===== config.mk =====
export PLATFORM = sky130hd
export DESIGN_NAME = quadrature_encoder_debounced_decoder
export DESIGN_NICKNAME = d
export VERILOG_FILES = /design/src/hdl/qedd_pkg.sv /design/src/hdl/qedd_front.sv /design/src/hdl/qedd_queue.sv /design/src/hdl/qedd_back.sv /design/src/hdl/quadrature_encoder_debounced_decoder.sv
export SDC_FILE = /design/constraint.sdc
export NUM_CORES = 1
export LEC_CHECK = 0
export ABC_AREA = 1
export BUFFER_PORTS_ARGS = -buffer_cell sky130_fd_sc_hd__buf_2
export CAP_MARGIN = 20
export CORE_ASPECT_RATIO = 0.7
export CORE_MARGIN = 10
export CORE_UTILIZATION = 56
export DETAILED_ROUTE_END_ITERATION = 16
export GPL_ROUTABILITY_DRIVEN = 0
export PLACE_DENSITY = 0.82
export SYNTH_ARGS = -nofsm -noshare
export SYNTH_HDL_FRONTEND = slang
export SYNTH_SLANG_ARGS = --single-unit
export TNS_END_PERCENT = 5

===== constraint.sdc =====
create_clock -name clock -period 3.68 [get_ports clock]
set_input_delay 0.184 -clock clock [delete_from_list [all_inputs] [get_ports clock]]
set_output_delay 0.184 -clock clock [all_outputs]
set_load 0.005 [all_outputs]

===== src/hdl/qedd_pkg.sv =====
// Shared types, constants and the quadrature step table of the encoder decoder.
`timescale 1ns / 1ps
`default_nettype none

package qedd_pkg;

   localparam int SENSITIVITY_WIDTH = 8;
   localparam int DEBOUNCE_WIDTH    = 16;
   localparam int CSR_DATA_WIDTH    = 16;
   localparam int CSR_INDEX_WIDTH   = 1;
   localparam int POSITION_OUT_WIDTH = 32;
   localparam int REQ_DATA_WIDTH    = 8;
   localparam int RSP_DATA_WIDTH    = 40;

   localparam int DEFAULT_POSITION_WIDTH = 32;
   localparam int DEFAULT_HOLD_WIDTH     = 16;

   localparam int QUEUE_DEPTH = 2;

   localparam logic [SENSITIVITY_WIDTH-1:0] SENSITIVITY_RESET = 8'd1;
   localparam logic [DEBOUNCE_WIDTH-1:0]    DEBOUNCE_RESET    = 16'd1000;
   localparam logic [1:0]                   PIN_STATE_RESET   = 2'b11;

   typedef enum logic [CSR_INDEX_WIDTH-1:0] {
      CSR_SENSITIVITY = 1'b0,
      CSR_DEBOUNCE    = 1'b1
   } csr_index_type;

   typedef enum logic [1:0] {
      STEP_NONE  = 2'd0,
      STEP_MINUS = 2'd1,
      STEP_PLUS  = 2'd2
   } step_code_type;

   // One step travelling from the front to the back.
   typedef struct packed {
      logic valid;
      logic plus;
   } qedd_step_type;

   // Quadrature transition from the last stable state to the new one.
   // States carry A in bit 1 and B in bit 0.
   function automatic step_code_type step_lookup(input logic [1:0] from_state,
                                                 input logic [1:0] to_state);
      step_code_type code;
      case ({from_state, to_state}) inside
         4'b0001, 4'b0111, 4'b1000, 4'b1110: code = STEP_PLUS;
         4'b0010, 4'b0100, 4'b1011, 4'b1101: code = STEP_MINUS;
         default:                            code = STEP_NONE;
      endcase
      return code;
   endfunction

endpackage

`default_nettype wire


===== src/hdl/qedd_front.sv =====
// Front end: pin sampling, debounce and step classification.
`timescale 1ns / 1ps
`default_nettype none

module qedd_front
   import qedd_pkg::*;
#(
   parameter int HOLD_WIDTH = DEFAULT_HOLD_WIDTH
) (
   input  wire logic                      clock,
   input  wire logic                      reset,
   input  wire logic                      accept,
   input  wire logic                      pin_a,
   input  wire logic                      pin_b,
   input  wire logic [DEBOUNCE_WIDTH-1:0] debounce_ticks,
   output qedd_step_type                  step
);

   localparam int CMP_WIDTH = (HOLD_WIDTH > DEBOUNCE_WIDTH) ? HOLD_WIDTH : DEBOUNCE_WIDTH;

   logic [1:0]            read_ff, read_in;
   logic [1:0]            stable_ff, stable_in;
   logic                  pending_ff, pending_in;
   logic [HOLD_WIDTH-1:0] hold_ff, hold_in;

   logic [1:0]    sample;
   step_code_type code;

   always_comb begin
      sample     = {pin_a, pin_b};
      read_in    = read_ff;
      stable_in  = stable_ff;
      pending_in = pending_ff;
      hold_in    = hold_ff;
      code       = STEP_NONE;

      if (sample != read_ff) begin
         read_in    = sample;
         hold_in    = '0;
         pending_in = 1'b1;
      end else if (pending_ff && (hold_ff != '1)) begin
         hold_in = hold_ff + 1'b1;
      end

      if (pending_in && (CMP_WIDTH'(hold_in) >= CMP_WIDTH'(debounce_ticks))) begin
         if (read_in != stable_ff) begin
            code      = step_lookup(stable_ff, read_in);
            stable_in = read_in;
         end
         pending_in = 1'b0;
      end

      step.valid = accept && (code != STEP_NONE);
      step.plus  = (code == STEP_PLUS);
   end

   always_ff @(posedge clock) begin
      if (reset) begin
         read_ff    <= PIN_STATE_RESET;
         stable_ff  <= PIN_STATE_RESET;
         pending_ff <= 1'b0;
         hold_ff    <= '0;
      end else if (accept) begin
         read_ff    <= read_in;
         stable_ff  <= stable_in;
         pending_ff <= pending_in;
         hold_ff    <= hold_in;
      end
   end

endmodule

`default_nettype wire


===== src/hdl/qedd_queue.sv =====
// Short step queue between the front end and the back end.
`timescale 1ns / 1ps
`default_nettype none

module qedd_queue
   import qedd_pkg::*;
(
   input  wire logic    clock,
   input  wire logic    reset,
   input  wire qedd_step_type push,
   input  wire logic    pop,
   output qedd_step_type head,
   output logic         full
);

   localparam int PTR_WIDTH   = (QUEUE_DEPTH > 1) ? $clog2(QUEUE_DEPTH) : 1;
   localparam int COUNT_WIDTH = $clog2(QUEUE_DEPTH + 1);

   logic                   dir_ff [QUEUE_DEPTH];
   logic [PTR_WIDTH-1:0]   wr_ptr_ff, wr_ptr_in;
   logic [PTR_WIDTH-1:0]   rd_ptr_ff, rd_ptr_in;
   logic [COUNT_WIDTH-1:0] count_ff, count_in;

   function automatic logic [PTR_WIDTH-1:0] ptr_next(input logic [PTR_WIDTH-1:0] ptr);
      return (ptr == PTR_WIDTH'(QUEUE_DEPTH - 1)) ? '0 : ptr + 1'b1;
   endfunction

   always_comb begin
      wr_ptr_in = push.valid ? ptr_next(wr_ptr_ff) : wr_ptr_ff;
      rd_ptr_in = pop ? ptr_next(rd_ptr_ff) : rd_ptr_ff;
      count_in  = count_ff + COUNT_WIDTH'(push.valid) - COUNT_WIDTH'(pop);
      head.valid = (count_ff != '0);
      head.plus  = dir_ff[rd_ptr_ff];
      full       = (count_ff == COUNT_WIDTH'(QUEUE_DEPTH));
   end

   always_ff @(posedge clock) begin
      if (reset) begin
         wr_ptr_ff <= '0;
         rd_ptr_ff <= '0;
         count_ff  <= '0;
      end else begin
         wr_ptr_ff <= wr_ptr_in;
         rd_ptr_ff <= rd_ptr_in;
         count_ff  <= count_in;
      end
   end

   always_ff @(posedge clock) begin
      if (push.valid) begin
         dir_ff[wr_ptr_ff] <= push.plus;
      end
   end

   assert property (@(posedge clock) disable iff (reset)
      count_ff <= COUNT_WIDTH'(QUEUE_DEPTH))
      else $error("step queue holds more entries than its depth");

   assert property (@(posedge clock) disable iff (reset)
      (push.valid && full) |-> pop)
      else $error("step pushed into a full queue");

   assert property (@(posedge clock) disable iff (reset)
      pop |-> head.valid)
      else $error("step popped from an empty queue");

endmodule

`default_nettype wire


===== src/hdl/qedd_back.sv =====
// Back end: position counter, direction run counters and the result register.
`timescale 1ns / 1ps
`default_nettype none

module qedd_back
   import qedd_pkg::*;
#(
   parameter int POSITION_WIDTH = DEFAULT_POSITION_WIDTH
) (
   input  wire logic                         clock,
   input  wire logic                         reset,
   input  wire qedd_step_type                head,
   output logic                              pop,
   input  wire logic [SENSITIVITY_WIDTH-1:0] sensitivity,
   output logic                              rsp_tvalid,
   input  wire logic                         rsp_tready,
   output logic [RSP_DATA_WIDTH-1:0]         rsp_tdata
);

   localparam int EXT_WIDTH = (POSITION_WIDTH > POSITION_OUT_WIDTH) ? POSITION_WIDTH
                                                                     : POSITION_OUT_WIDTH;

   logic [POSITION_WIDTH-1:0]    position_ff, position_in;
   logic [SENSITIVITY_WIDTH-1:0] minus_run_ff, minus_run_in;
   logic [SENSITIVITY_WIDTH-1:0] plus_run_ff, plus_run_in;
   logic                         out_valid_ff, out_valid_in;
   logic                         out_dir_ff;
   logic                         out_detent_ff, out_detent_in;
   logic [POSITION_OUT_WIDTH-1:0] out_position_ff;

   logic [SENSITIVITY_WIDTH:0]   run_next;
   logic [EXT_WIDTH-1:0]         position_ext;

   always_comb begin
      pop          = head.valid && (!out_valid_ff || rsp_tready);
      position_in  = head.plus ? position_ff + 1'b1 : position_ff - 1'b1;
      run_next     = head.plus ? {1'b0, plus_run_ff} + 1'b1 : {1'b0, minus_run_ff} + 1'b1;
      out_detent_in = (run_next >= {1'b0, sensitivity});
      minus_run_in = '0;
      plus_run_in  = '0;
      if (!out_detent_in) begin
         if (head.plus) begin
            plus_run_in = run_next[SENSITIVITY_WIDTH-1:0];
         end else begin
            minus_run_in = run_next[SENSITIVITY_WIDTH-1:0];
         end
      end
      position_ext = EXT_WIDTH'(position_in);
      out_valid_in = pop ? 1'b1 : (out_valid_ff && !rsp_tready);
   end

   always_ff @(posedge clock) begin
      if (reset) begin
         position_ff  <= '0;
         minus_run_ff <= '0;
         plus_run_ff  <= '0;
         out_valid_ff <= 1'b0;
      end else begin
         out_valid_ff <= out_valid_in;
         if (pop) begin
            position_ff  <= position_in;
            minus_run_ff <= minus_run_in;
            plus_run_ff  <= plus_run_in;
         end
      end
   end

   always_ff @(posedge clock) begin
      if (pop) begin
         out_dir_ff      <= head.plus;
         out_detent_ff   <= out_detent_in;
         out_position_ff <= position_ext[POSITION_OUT_WIDTH-1:0];
      end
   end

   assign rsp_tvalid = out_valid_ff;
   assign rsp_tdata  = {{(RSP_DATA_WIDTH - POSITION_OUT_WIDTH - 2){1'b0}},
                        out_detent_ff, out_position_ff, out_dir_ff};

   assert property (@(posedge clock) disable iff (reset)
      pop |=> (position_ff == ($past(position_ff) + 1'b1)) ||
              (position_ff == ($past(position_ff) - 1'b1)))
      else $error("position moved by other than one step");

   assert property (@(posedge clock) disable iff (reset)
      (pop && head.plus) |=> (minus_run_ff == '0))
      else $error("minus run not cleared by a plus step");

   assert property (@(posedge clock) disable iff (reset)
      (pop && !head.plus) |=> (plus_run_ff == '0))
      else $error("plus run not cleared by a minus step");

endmodule

`default_nettype wire


===== src/hdl/quadrature_encoder_debounced_decoder.sv =====
// Top level of the debounced quadrature encoder decoder.
`timescale 1ns / 1ps
`default_nettype none

// The block takes one sample of the encoder pins A and B per item and accepts
// an item in every clock cycle while its step queue has room; each step is
// queued, then registered. Any change of the pin state restarts a hold count,
// and once the state has held for debounce_ticks items the quadrature table
// turns the move from the last stable state into a step of minus one, none or
// plus one. Only a nonzero step gives a result item: its direction, the
// wrapped signed position after the step, and a detent flag raised whenever
// the run counter of that direction reaches the sensitivity setting (a step
// the other way clears that run). The front end debounces and classifies in
// the cycle an item arrives, a two-entry queue holds steps, and the back end
// updates the counters and loads the result register, so the input keeps
// flowing while a result waits to be taken. The sustained rate is one item
// per cycle; it drops only while the result side stalls long enough for the
// step queue to fill. The user must write registers through the csr port only
// while no item is in flight; the block does not enforce it.
module quadrature_encoder_debounced_decoder
   import qedd_pkg::*;
#(
   parameter int POSITION_WIDTH = DEFAULT_POSITION_WIDTH,
   parameter int HOLD_WIDTH     = DEFAULT_HOLD_WIDTH
) (
   input  wire logic                       clock,
   input  wire logic                       reset,
   // Input channel: tdata holds pin_a in bit 0 and pin_b in bit 1, zero above.
   input  wire logic                       req_tvalid,
   output logic                            req_tready,
   input  wire logic [REQ_DATA_WIDTH-1:0]  req_tdata,
   // Result channel: tdata holds step_dir in bit 0, position in bits 32:1 and
   // detent_event in bit 33, zero above.
   output logic                            rsp_tvalid,
   input  wire logic                       rsp_tready,
   output logic [RSP_DATA_WIDTH-1:0]       rsp_tdata,
   // Configuration write port.
   input  wire logic                       csr_wen,
   input  wire logic [CSR_INDEX_WIDTH-1:0] csr_index,
   input  wire logic [CSR_DATA_WIDTH-1:0]  csr_wdata
);

   logic [SENSITIVITY_WIDTH-1:0] sensitivity_ff;
   logic [DEBOUNCE_WIDTH-1:0]    debounce_ff;

   qedd_step_type push_step;
   qedd_step_type head_step;
   logic          queue_full;
   logic          pop;
   logic          accept;

   // Configuration registers; every index in the list names one register.
   always_ff @(posedge clock) begin
      if (reset) begin
         sensitivity_ff <= SENSITIVITY_RESET;
         debounce_ff    <= DEBOUNCE_RESET;
      end else if (csr_wen) begin
         case (csr_index_type'(csr_index))
            CSR_SENSITIVITY: sensitivity_ff <= csr_wdata[SENSITIVITY_WIDTH-1:0];
            CSR_DEBOUNCE:    debounce_ff    <= csr_wdata[DEBOUNCE_WIDTH-1:0];
            default: ;
         endcase
      end
   end

   // The front end only runs when an item is taken, and items are refused
   // while the step queue is full so that no step can be lost.
   assign req_tready = !queue_full;
   assign accept     = req_tvalid && req_tready;

   qedd_front #(
      .HOLD_WIDTH (HOLD_WIDTH)
   ) u_front (
      .clock          (clock),
      .reset          (reset),
      .accept         (accept),
      .pin_a          (req_tdata[0]),
      .pin_b          (req_tdata[1]),
      .debounce_ticks (debounce_ff),
      .step           (push_step)
   );

   qedd_queue u_queue (
      .clock (clock),
      .reset (reset),
      .push  (push_step),
      .pop   (pop),
      .head  (head_step),
      .full  (queue_full)
   );

   qedd_back #(
      .POSITION_WIDTH (POSITION_WIDTH)
   ) u_back (
      .clock       (clock),
      .reset       (reset),
      .head        (head_step),
      .pop         (pop),
      .sensitivity (sensitivity_ff),
      .rsp_tvalid  (rsp_tvalid),
      .rsp_tready  (rsp_tready),
      .rsp_tdata   (rsp_tdata)
   );

endmodule

`default_nettype wire

# == Yosys cells after proc, flatten, opt, wreduce, memory -nomap -nowiden ==
# Memory sizes are Yosys's and may differ from the RTL's. A register that Yosys moved wholly into a read port is not among the register bits.
# Cells that the tools add are included.
# totals
latch_bits,0
reg_bits,132
inputBits,30
mem_bits_ro,0
ramBits,2
word_cells,81
n_memories,1
output_inout_bits,42
# op_classes
div,0
magnitude_cmp,2
shift,0
n_reduce_logical,17
addsub,9
multipliers,0
n_eq_ne,13
bitwise,1
muxes,22
# mem_list
memory,words,word_bits,rd,rd_clocked_by_memory_dff,wr,line_no,text
u_queue.dir_ff,2,1,1,1,1,qedd_queue.sv:19,logic dir_ff [QUEUE_DEPTH];
# op_table
op,n
"adder 32 x 1 -> 32 bit, second input constant",1
2-to-1 mux 16 bit,2
2-to-1 mux 32 bit,1
2-to-1 mux 8 bit,4
"subtractor 32 x 1 -> 32 bit, second input constant",1
"adder 8 x 1 -> 9 bit, second input constant",2
"adder 16 x 1 -> 16 bit, second input constant",1
"equality test 4 bit, second input constant",4
>= comparator 16 bit,1
"!= test 16 bit, second input constant",1
2-to-1 mux 1 bit,10
>= comparator 9 x 8 -> 1 bit,1
2-to-1 mux 9 bit,1
"equality test 4 x 3 -> 1 bit, second input constant",2
2-to-1 mux 2 bit,4
OR reduction 4 bit,2
logical AND 1 bit,6
"equality test 2 bit, second input constant",2
"equality test 4 x 1 -> 1 bit, second input constant",1
"equality test 4 x 2 -> 1 bit, second input constant",1
!= test 2 bit,2
AND reduction 2 bit,2
nonzero test 2 bit,2
zero test 1 bit,3
6 further kinds,7

# == Longest topological paths before layout ==
# logic_depth
ltp_word,12
ltp_mapped,26

# == By module ==
# From an unflattened synthesis, not the netlist that was laid out.
# hier_totals
hier_cells,1422
hier_area_um2,9143.8
# by_module_without_submodules
mod,area_each_um2,instances,seq_area_each_um2,cells_each
qedd_back,5978.2,1,2001.9,942
qedd_front,1955.6,1,420.4,322
quadrature_encoder_debounced_decoder,912.1,1,480.5,124
qedd_queue,297.8,1,160.2,34

# == Least setup slack after synthesis ==
# No wires, ideal clock.
# synth_timing
path_type,reg2reg
start,register u_front.hold_ff[0]
end,register u_queue.count_ff[1]
stages_incl_launch_ff,25
synth_period_minus_slack_ps,3082
n_path_buf,1
setup_ps,121
slack_ps,598
t_arrival_ps,2961
path_cell_list,dfxtp_1 > ha_1 > nand3_1 > inv_1 > nand2_1 > inv_1 > nand2_1 > nand2_2 > inv_1 > buf_2 > nand3_1 > nand3_1 > inv_1 > ha_1 > a21o_1 > o21ai_0 > nand2_1 > nand2_1 > nand3_1 > nand2_1 > inv_1 > ha_1 > xor2_1 > o21ai_0 > a21oi_1
# synth_via
elab_chain_len,11
elab_cells_between_ends,12
cone_classes,3 x add/sub; 1 x order compare; 1 x eq/ne; 3 x mux; 4 x reduce/logical
# synth_rtl
element,line_no,text
from (decl),qedd_front.sv:24,"logic [HOLD_WIDTH-1:0] hold_ff, hold_in;"
from (signal assigned),qedd_front.sv:67,hold_ff <= hold_in;
branches (longest 2 deep; another with adder 16 x 1 -> 16 bit),--,
2-to-1 mux 16 bit (*),qedd_front.sv:41,end else if (pending_ff && (hold_ff != '1)) begin
2-to-1 mux 16 bit (*),qedd_front.sv:37,if (sample != read_ff) begin
net u_front.hold_in[3],qedd_front.sv:24,
>= comparator 16 bit (*),qedd_front.sv:45,if (pending_in && (CMP_WIDTH'(hold_in) >= CMP_WIDTH'(debounce_ticks))) begin
logical AND 1 bit (*),qedd_front.sv:45,
2-to-1 mux 2 bit (*),qedd_front.sv:45,
nonzero test 2 bit (*),qedd_front.sv:53,step.valid = accept && (code != STEP_NONE);
logical AND 1 bit (*),qedd_front.sv:53,
adder 2 x 1 -> 2 bit (*),qedd_queue.sv:31,count_in = count_ff + COUNT_WIDTH'(push.valid) - COUNT_WIDTH'(pop);
subtractor 2 x 1 -> 2 bit (*),qedd_queue.sv:31,
to (signal assigned),qedd_queue.sv:45,count_ff <= count_in;
to (decl),qedd_queue.sv:22,"logic [COUNT_WIDTH-1:0] count_ff, count_in;"
# Mark *: on every way through the listed nets, which the timed path passes.
# A chain may end at the register's enable or synchronous reset.

# == Worst setup path after layout ==
# Ends and elaborated chain as after synthesis.

==> flow_summary.toml <==
[setup_path]
cp_slowest_cell = "dfxtp_1"
cp.buffers_inverters = 5
arrival_ns = 3.81
endpoint_kind = "register"
worst-setup-path-type = "register to register"
crit_path_frequent_cell = "nand2_1"
worstPathRequired_ns = 3.98
crit_path_start_kind = "register"
cp_top_family = "simple AND/OR/NAND/NOR gates"
crit_path_max_incr_delay_ns = 0.40
cp_max_fo = 16
regToRegStartpoint = "u_front.hold_ff[0]"
critPathLaunch = "u_front.hold_ff[0]"

[sta]
fin_crit_sh_pct = 95.2
finalSetupTns_ns = 0
skew_ns = 0.00830
layout_setup_ws_ns = 0.175
maxSlewViolCount = 0
period_needed_ns = 3.51
relSlewSlack_pct = 34.5
grt_setup_unrepaired = "yes"
hold_ws_ns = 0.0219
worst_pin_slew_ns = 0.982
max_freq_mhz = 285
finalHoldViolations = 0
setup_viol = 0

[placed_design]
hpwlAfterDp_mm = 14.7
dp_cells = 1427
dpl_worst_slack_ns = 0.140
place_area_um2 = 8760
port_buffers = 59

[yosys]
synth_top_flop_cell = "dfxtp_1"
synthTopCellsByArea = "dfxtp_1 24%, edfxtp_1 13%, nand2_1 13%"
synth-edff-count = 36
synth_area_leader_cell = "dfxtp_1"
yosysMostFrequentCell = "nand2_1"
ys_warn_count = 0
synth_area_um2 = 8350
ys_ff_latch = 135
async_flop_share_pct = 0
synth_common_cells = "285 x nand2_1, 165 x inv_1, 144 x nor2_1, 100 x a21oi_1, 99 x dfxtp_1"
seq_area_frac_synth_pct = 36.7
synth.distinct_cells = 35
yosys.area.top_type_share_pct = 23.7
syn_inst = 1202
syn_area_per_cell_um2 = 6.95

[clock_tree]
cts-buffers-inserted = 17
ctsRootBufferMaster = "clkbuf_16"
htreeDepth = 4
cts_tree = "built"
path_clk_slew_ns = 0.06
clock_latency_ns = 0.42
clockBufferDepth = 2
numClockSinks = 135

[global_routing]
antenna_found_initial = 0
first_global_vias = 7104
grt_remaining_overflow = 0
grt_pass1_wl_mm = 34.4
grt.total_usage_pct = 20.2
grt_start_max_net_pins = 90

[final_layout]
syn2layout_area_growth_pct = 14.6
n_antenna_cell = 0
drive_gt1_share_pct = 9.92
finalNetCount = 1346
fin_cells = 1465
final_util_pct = 65.3
design_area_um2 = 9580

[min_path]
hp-start = "csr_wdata[0]"
hold_class = "input pin to register"

[die]
rows = 37
die_w_um = 166
pin_count = 72
coreArea_um2 = 14700
dieHeight_um = 122
die-area_um2 = 20300
start_util_pct = 56.9

[detailed_routing]
viasPerCell = 5.40
first_iter_violations = 990
ant_nets = 0
num_vias = 7916
drt_drc_violations_left = 0
dr.pass1.iters = 6
finalWirelength_mm = 21.0
wl_per_cell_um = 14.3

[pwr]
peakVddDrop_uv = 453
power_frac_clock_pct = 24.1
power.switching_mw = 3.65
sw_frac_of_total_pct = 42.2
p_int_mw = 5.00
p_per_area_nw_per_um2 = 902
combPwrFrac_pct = 47.3
p_leak_nw = 4.79
power.total_mw = 8.64
p_seq_share_pct = 28.6

[run_status]
status = "completed"

[job]
cap_violations = 0
==> cells by family after synthesis <==
logic type	after synthesis	synth area share, %
DFF	135	36.7
other	1	0.0449
AOI/OAI and AO/OA	206	12.9
xor gates and xnor gates	34	3.56
and+or+nand+nor	559	27.9
adders and majority gates	59	8.93
buffers and inverters	208	9.94
==> power groups by stage <==
stage | Combinational, mW | Sequential (mW) | Clock, mW
after floorplan | 2.86 | 2.48 | 0
after global placement | 3.77 | 2.48 | 0
after detailed placement | 3.88 | 2.49 | 0
after CTS | 3.94 | 2.47 | 2.10
after global routing | 4.62 | 2.53 | 2.18
final | 4.09 | 2.47 | 2.08
==> metal layers <==
metal	vias up	part of all wire, %	global-route usage (%)
met2	320	42	30.1
met1	3584	47	28.2
li1	3977	-	-
met5	-	0	0
met3	35	9.3	5.95
met4	0	1.2	5.24
==> cell type report <==
class                           instances  area (µm²)
Clock buffer                           17         425
Clock inverter                         15         297
Fill cell                            1223        5100
Inverter                              167         631
Multi-Input combinational cell        864        4500
Sequential cell                       135        3060
Tap cell                              195         244
Timing Repair Buffer                   71         409
Timing Repair inverter                  1        7.51
==> worst min-delay path: cells and delay by family <==
family	cells	cell delay (ns)
and+or+nand+nor	2	0.14
buffers and inverters	1	0.09
==> cell usage in the layout, fill, tap and decap left out, types with 17 or more instances in the layout <==
cell type / count
dfxtp_1: 99
ha_1: 58
edfxtp_1: 36
xor2_1: 23
inv_1: 163
o21ai_0: 85
nor2_1: 143
nand2_1: 284
clkbuf_16: 17
nand3_1: 85
a21oi_1: 99
buf_2: 59
==> state kept, by name (all words and copies together), names as in the netlist, named ones only <==
signal	cells
debounce_ff	16
sensitivity_ff	8
u_back.minus_run_ff	8
u_back.out_detent_ff	1
u_back.out_dir_ff	1
u_back.out_position_ff	32
u_back.plus_run_ff	8
u_back.position_ff	32
u_back.rsp_tvalid	1
u_front.hold_ff	16
u_front.pending_ff	1
u_front.read_ff	2
u_front.stable_ff	2
u_queue.count_ff	2
u_queue.dir_ff	2
u_queue.rd_ptr_ff	1
u_queue.wr_ptr_ff	1
==> worst paths after layout <==
check / endpoint / slack (ns) / depth (start not counted)
worst max register to register: u_queue.count_ff[1] / 0.17 / 25
worst max-delay path: u_queue.count_ff[1] / 0.17 / 25
worst min-delay path: sensitivity_ff[0] / 0.02 / 3
worst min register to register: debounce_ff[15] / 0.46 / 2
==> timing repair <==
item,in CTS,in global routing
setup endpoints to repair,0,19
hold buffers,3,0
gates resized for setup,0,9
setup buffers,0,2
hold endpoints to repair,3,0
Note: power is estimated with default switching activity, not from simulation.
